`src/hdl/lphi_pkg.sv`:
```
// shared types and constants for the linear probing hash insert block
// no dependencies
package lphi_pkg;

  localparam int TableSlotsDefault = 500;
  localparam int KeyWidth          = 30;
  localparam int SlotWidth         = 9;
  localparam int TotalWidth        = 24;
  localparam int ModeWidth         = 2;
  localparam int CfgIndexWidth     = 1;

  localparam logic [ModeWidth-1:0] ModeDivision = 2'd0;
  localparam logic [ModeWidth-1:0] ModeFolding  = 2'd1;
  localparam logic [ModeWidth-1:0] ModeMidSq    = 2'd2;

  localparam logic [CfgIndexWidth-1:0] RegHashMode     = 1'b0;
  localparam logic [CfgIndexWidth-1:0] RegSearchNumber = 1'b1;

  localparam logic [TotalWidth-1:0] TotalMax = 24'hFFFFFF;
  localparam logic [3:0] MixFactor = 4'd15;

  typedef struct packed {
    logic                kind;
    logic [KeyWidth-1:0] student_number;
    logic [7:0]          separator_char;
    logic [7:0]          second_name_char;
    logic [7:0]          third_name_char;
    logic [7:0]          fifth_name_char;
    logic [7:0]          tenth_name_char;
  } cmd_t;

  typedef struct packed {
    logic [SlotWidth-1:0]  slot_index;
    logic [SlotWidth-1:0]  probe_count;
    logic                  table_full;
    logic                  key_matched;
    logic [TotalWidth-1:0] probe_total;
  } result_t;

  // controller to datapath
  typedef struct packed {
    logic load;       // capture item, start digit split
    logic digit_step; // peel one decimal digit
    logic square;     // square the mid-square sum
    logic len_step;   // count one digit of the square
    logic home_start; // start reduction of hash value
    logic home_step;  // one subtract step of reduction
    logic clr_step;   // clear one memory word
    logic rd;         // read occupancy at probe index
    logic advance;    // step probe index
    logic write;      // mark slot, update total
    logic finish;     // drive result
    logic clr_done;   // clear total, drive zero result
  } ctl_t;

  // datapath to controller
  typedef struct packed {
    logic digits_done;
    logic len_done;
    logic home_done;
    logic clr_last;
    logic occupied;
    logic wrapped;
  } sts_t;

endpackage

```
`src/hdl/lphi_ctrl.sv`:
```
// controller state machine for the linear probing hash insert block
// depends on lphi_pkg
module lphi_ctrl (
  input  logic            clk,
  input  logic            rst,
  input  logic            start,
  input  logic            kind,
  input  lphi_pkg::sts_t  sts,
  output lphi_pkg::ctl_t  ctl,
  output logic            busy
);

  typedef enum logic [3:0] {
    S_IDLE, S_DIGITS, S_SQUARE, S_LEN, S_HOME, S_READ, S_CHECK, S_WRITE,
    S_CLEAR, S_INIT
  } state_t;

  state_t state;

  // sequencing: digit split, square, digit count, reduction, then read, check, and step or place; clear sweep
  always_ff @(posedge clk) begin
    if (rst) begin
      state <= S_INIT;
    end else begin
      unique case (state)
        S_IDLE:   if (start) state <= kind ? S_CLEAR : S_DIGITS;
        S_DIGITS: if (sts.digits_done) state <= S_SQUARE;
        S_SQUARE: state <= S_LEN;
        S_LEN:    if (sts.len_done) state <= S_HOME;
        S_HOME:   if (sts.home_done) state <= S_READ;
        S_READ:   state <= S_CHECK;
        S_CHECK:  state <= (sts.occupied && !sts.wrapped) ? S_READ : S_WRITE;
        S_WRITE:  state <= S_IDLE;
        S_CLEAR:  if (sts.clr_last) state <= S_IDLE;
        S_INIT:   if (sts.clr_last) state <= S_IDLE;
        default:  state <= S_IDLE;
      endcase
    end
  end

  // the clearing pass after reset gives no result, a clear transaction does
  always_comb begin
    ctl = '0;
    ctl.load       = (state == S_IDLE) && start && !kind;
    ctl.digit_step = (state == S_DIGITS);
    ctl.square     = (state == S_SQUARE);
    ctl.len_step   = (state == S_LEN) && !sts.len_done;
    ctl.home_start = (state == S_LEN) && sts.len_done;
    ctl.home_step  = (state == S_HOME);
    ctl.rd         = (state == S_READ);
    ctl.advance    = (state == S_CHECK) && sts.occupied;
    ctl.write      = (state == S_WRITE);
    ctl.finish     = (state == S_WRITE);
    ctl.clr_step   = (state == S_CLEAR) || (state == S_INIT);
    ctl.clr_done   = (state == S_CLEAR) && sts.clr_last;
  end

  assign busy = (state != S_IDLE);

endmodule

```
`config.mk`:
```
export PLATFORM = sky130hd
export DESIGN_NAME = lphi_ctrl
export DESIGN_NICKNAME = d
export VERILOG_FILES = /design/src/hdl/lphi_pkg.sv /design/src/hdl/lphi_ctrl.sv
export SDC_FILE = /design/constraint.sdc
export NUM_CORES = 1
export LEC_CHECK = 0
export BUFFER_PORTS_ARGS = -buffer_cell sky130_fd_sc_hd__clkbuf_2
export CAP_MARGIN = 25
export CORE_UTILIZATION = 30
export CTS_CLUSTER_SIZE = 28
export DETAILED_ROUTE_END_ITERATION = 12
export HOLD_SLACK_MARGIN = 0.02
export PLACE_DENSITY = 0.68
export SYNTH_ARGS = -nofsm -noshare
export SYNTH_HDL_FRONTEND = slang
export SYNTH_SLANG_ARGS = --single-unit
```
`constraint.sdc`:
```
create_clock -name clk -period 3.6 [get_ports clk]
set_input_delay 0.72 -clock clk [delete_from_list [all_inputs] [get_ports clk]]
set_output_delay 0.72 -clock clk [all_outputs]
set_load 0.1 [all_outputs]
```
==> flow_metrics.py <==
metrics = {
    "cells_and_area": {
        "final.fill_count": 138,
        "commonest_cells_after_routing_fill_and_taps_aside": "22 x clkbuf_2, 9 x nor3_1, 5 x nor2_1",
        "antenna_cells_inserted": 0,
        "area_delta_synth_final_pct": 28.5,
        "largest_register_ffs": 4,
        "layout_commonest_cell": "clkbuf_2",
        "post_route_cells_drive_above_1_share_pct": 43.8,
        "final_nets": 85,
        "reg_top3": "state (4)",
        "regMostFlops": "state",
    },
    "placement": {
        "dp_hpwl_um": 679,
        "port_buffer_count": 22,
        "routabilityCongestion": 0.762,
        "dp_worst_setup_slack_ns": 1.19,
    },
    "pwr": {
        "switching_share_pct": 44.1,
        "power.ir.vdd_worst_mv": 0.161,
        "static-leakage-power_uw": 0.000235,
        "power.share.sequential_pct": 30.9,
        "power.switching_uw": 84.4,
        "p_int_uw": 107,
        "power.density_nw_per_um2": 361,
        "combinationalPowerShare_pct": 39.5,
        "power.clock.fraction_pct": 29.6,
    },
    "clocking": {
        "tritoncts_num_sinks": 4,
        "postCtsSetupBuffers": 0,
        "postCtsHoldBufs": 0,
        "clk_transition_reported_paths_ns": 0.04,
        "htree_num_levels": 1,
        "total_cts_buffers": 3,
        "root_driver": "clkbuf_4",
        "worst_skew_late_latency_ns": 0.24,
        "cts_tree": "yes",
        "ctsResizeCount": 0,
        "cts_buffer_depth": 2,
    },
    "routing": {
        "first_iter_violations": 12,
        "route.vias.total": 455,
        "wirelength_um": 961,
        "antenna_violating_nets_post_route": 0,
        "avgViaCountPerCell": 5.17,
        "drc": 0,
        "drt-pass1-iter-count": 4,
        "wl_per_cell_um": 10.9,
    },
    "sta": {
        "layout_worst_path_cycle_share_pct": 73.6,
        "fin_tns_setup_ns": 0,
        "finalHoldViolCount": 0,
        "fin_skew_ns": 0.00565,
        "final_layout_worst_hold_slack_ns": 0.725,
        "drv_slew": 0,
        "setup_repair_after_global_routing_missed_its_margin": "no",
        "achievable-frequency_mhz": 377,
        "final.min_clock_period_ns": 2.65,
        "worst-slew-pin-transition_ns": 0.543,
        "final_critical_path_setup_slack_ns": 0.951,
        "worst_slew_margin_rel_pct": 63.9,
        "finalSetupViolations": 0,
    },
    "hold_path": {
        "hold_path_class": "in2reg",
        "timing.hold.worst.start": "rst",
    },
    "synthesis": {
        "synth-seq-area-share_pct": 19.4,
        "synth_seq_cells": 4,
        "syn_inst": 53,
        "netlist-cell-type-count": 28,
        "synth_fp_nets": 63,
        "synth_area_per_cell_um2": 7.79,
        "synth.cell_area_um2": 413,
        "synth.yosys.warnings": 0,
    },
    "die": {
        "floorplan.die_area_um2": 1530,
        "floorplan.io_pins": 23,
        "row_count": 13,
        "fp.dieH_um": 39.1,
        "floorplan.initialDensity_pct": 32.1,
        "core-area_um2": 1280,
        "floorplan.die.width_um": 39.1,
    },
    "worst_setup_path": {
        "critical_path_required_ns": 2.88,
        "critical_path.endpoint_type": "output pin",
        "cp-endpoint": "ctl[11]",
        "setup.reg_to_reg.worst_slack_ns": 2.06,
        "critPathKind": "reg2out",
        "crit_path_max_fanout": 15,
        "cp_cell_sequence": "or4_4, nor3b_2, clkbuf_2",
        "cell_family_with_most_cp_delay": "simple AND/OR/NAND/NOR gates",
        "critical_path.n_buffers_inverters": 1,
        "worst-path-stages": 3,
        "worst_r2r_endpoint": "state[0]",
        "startpoint_type": "flip-flop",
        "crit_slowest_cell": "or4_4",
        "timing.rr.start": "state[1]",
        "cp-startpoint": "state[2]",
        "cpPeakStageDelay_ns": 0.61,
        "r2r_cells": 3,
        "crit_arrival_ns": 1.93,
    },
    "grt": {
        "wire_length_of_the_first_global_routing_pass_um": 1500,
        "grt_antenna_before_repair": 0,
        "overflow": 0,
        "grt_start_max_net_pins": 16,
        "number_of_global_route_vias_before_repair": 359,
        "grt_usage_pct": 14.6,
    },
    "outcome": {
        "status": "finished, final reports clean",
    },
    "job": {
        "reported_max_cap_violation_count": 0,
    },
}
[power groups by stage]
stage | registers (µW) | clock network, µW | logic, µW
floorplan | 51.0 | 0 | 74.3
global placement | 58.9 | 0 | 75.4
detailed placement | 59.5 | 0 | 75.4
CTS | 58.7 | 58.4 | 75.8
global route | 59.7 | 60.4 | 81.0
finish | 59.1 | 56.8 | 75.6
[worst min path at each step]
stage | cells after the start | slack (ns) | end
after floorplan | 3 | 0.61 | state[3]
final | 2 | 0.72 | state[2]
after global placement | 2 | 0.73 | state[2]
after global routing | 2 | 0.74 | state[2]
after detailed placement | 2 | 0.74 | state[1]
after CTS | 2 | 0.72 | state[2]
[synth_stat cells, drive strengths merged]
cell type / instances / share of area (%)
nand2b: 2 / 3.0
a21oi: 1 / 1.2
dfxtp: 4 / 19
nor3b: 1 / 3.0
a211o: 1 / 2.1
and3: 1 / 1.5
inv: 3 / 2.7
or4: 4 / 8.2
nor4bb: 1 / 2.4
o41ai: 1 / 2.1
or3b: 1 / 2.1
xor2: 1 / 2.1
nand2: 2 / 1.8
buf: 5 / 11
nor4b: 2 / 4.2
a211oi: 1 / 1.8
o21ai: 2 / 2.4
nor3: 9 / 11
xnor2: 1 / 2.1
o211ai: 1 / 1.8
or2b: 1 / 2.7
nor2: 5 / 4.5
mux2: 1 / 2.7
and2b: 1 / 1.8
nand3b: 1 / 1.8
[stage by stage]
stage | std cells | instance area [µm²] | utilization, % | power (µW)
CTS | 88 | 531 | 41.3 | 193
detailed placement | 85 | 508 | 39.5 | 135
global placement | 85 | 508 | 39.5 | 134
finish | 88 | 531 | 41.3 | 191
floorplan | 53 | 425 | - | 125
global route | 88 | 531 | 41.3 | 201
[routing by layer]
metal  vias to the layer above  share of wire (%)  wire length, µm  global-route usage [%]
met4                         0                  0                0                    7.76
met3                         0                5.6               54                    3.47
li1                        235                  -                -                       -
met1                       202                 47              453                    19.2
met5                         -                  0                0                       0
met2                        18                 47              453                    21.7
[logic make-up (layout without fill, tap and decap cells)]
family,Yosys count,count (layout),share of synthesized area (%)
compound gates,7,7,11.5
xor+xnor,2,2,4.24
buf+inv,8,28,13.9
flops,4,4,19.4
mux,1,1,2.73
simple gates,31,31,48.2
[cell type report]
cell class              count  area [µm²]  share of cell area (%)
multi-input cells          41         288                    54.2
clock buffers               3        22.5                    4.25
flip-flops and latches      4        80.1                    15.1
repair buffers             22         110                    20.8
inverters                   3        11.3                    2.12
well taps                  15        18.8                    3.54
No activity file was read; power rests on OpenSTA's default activity.
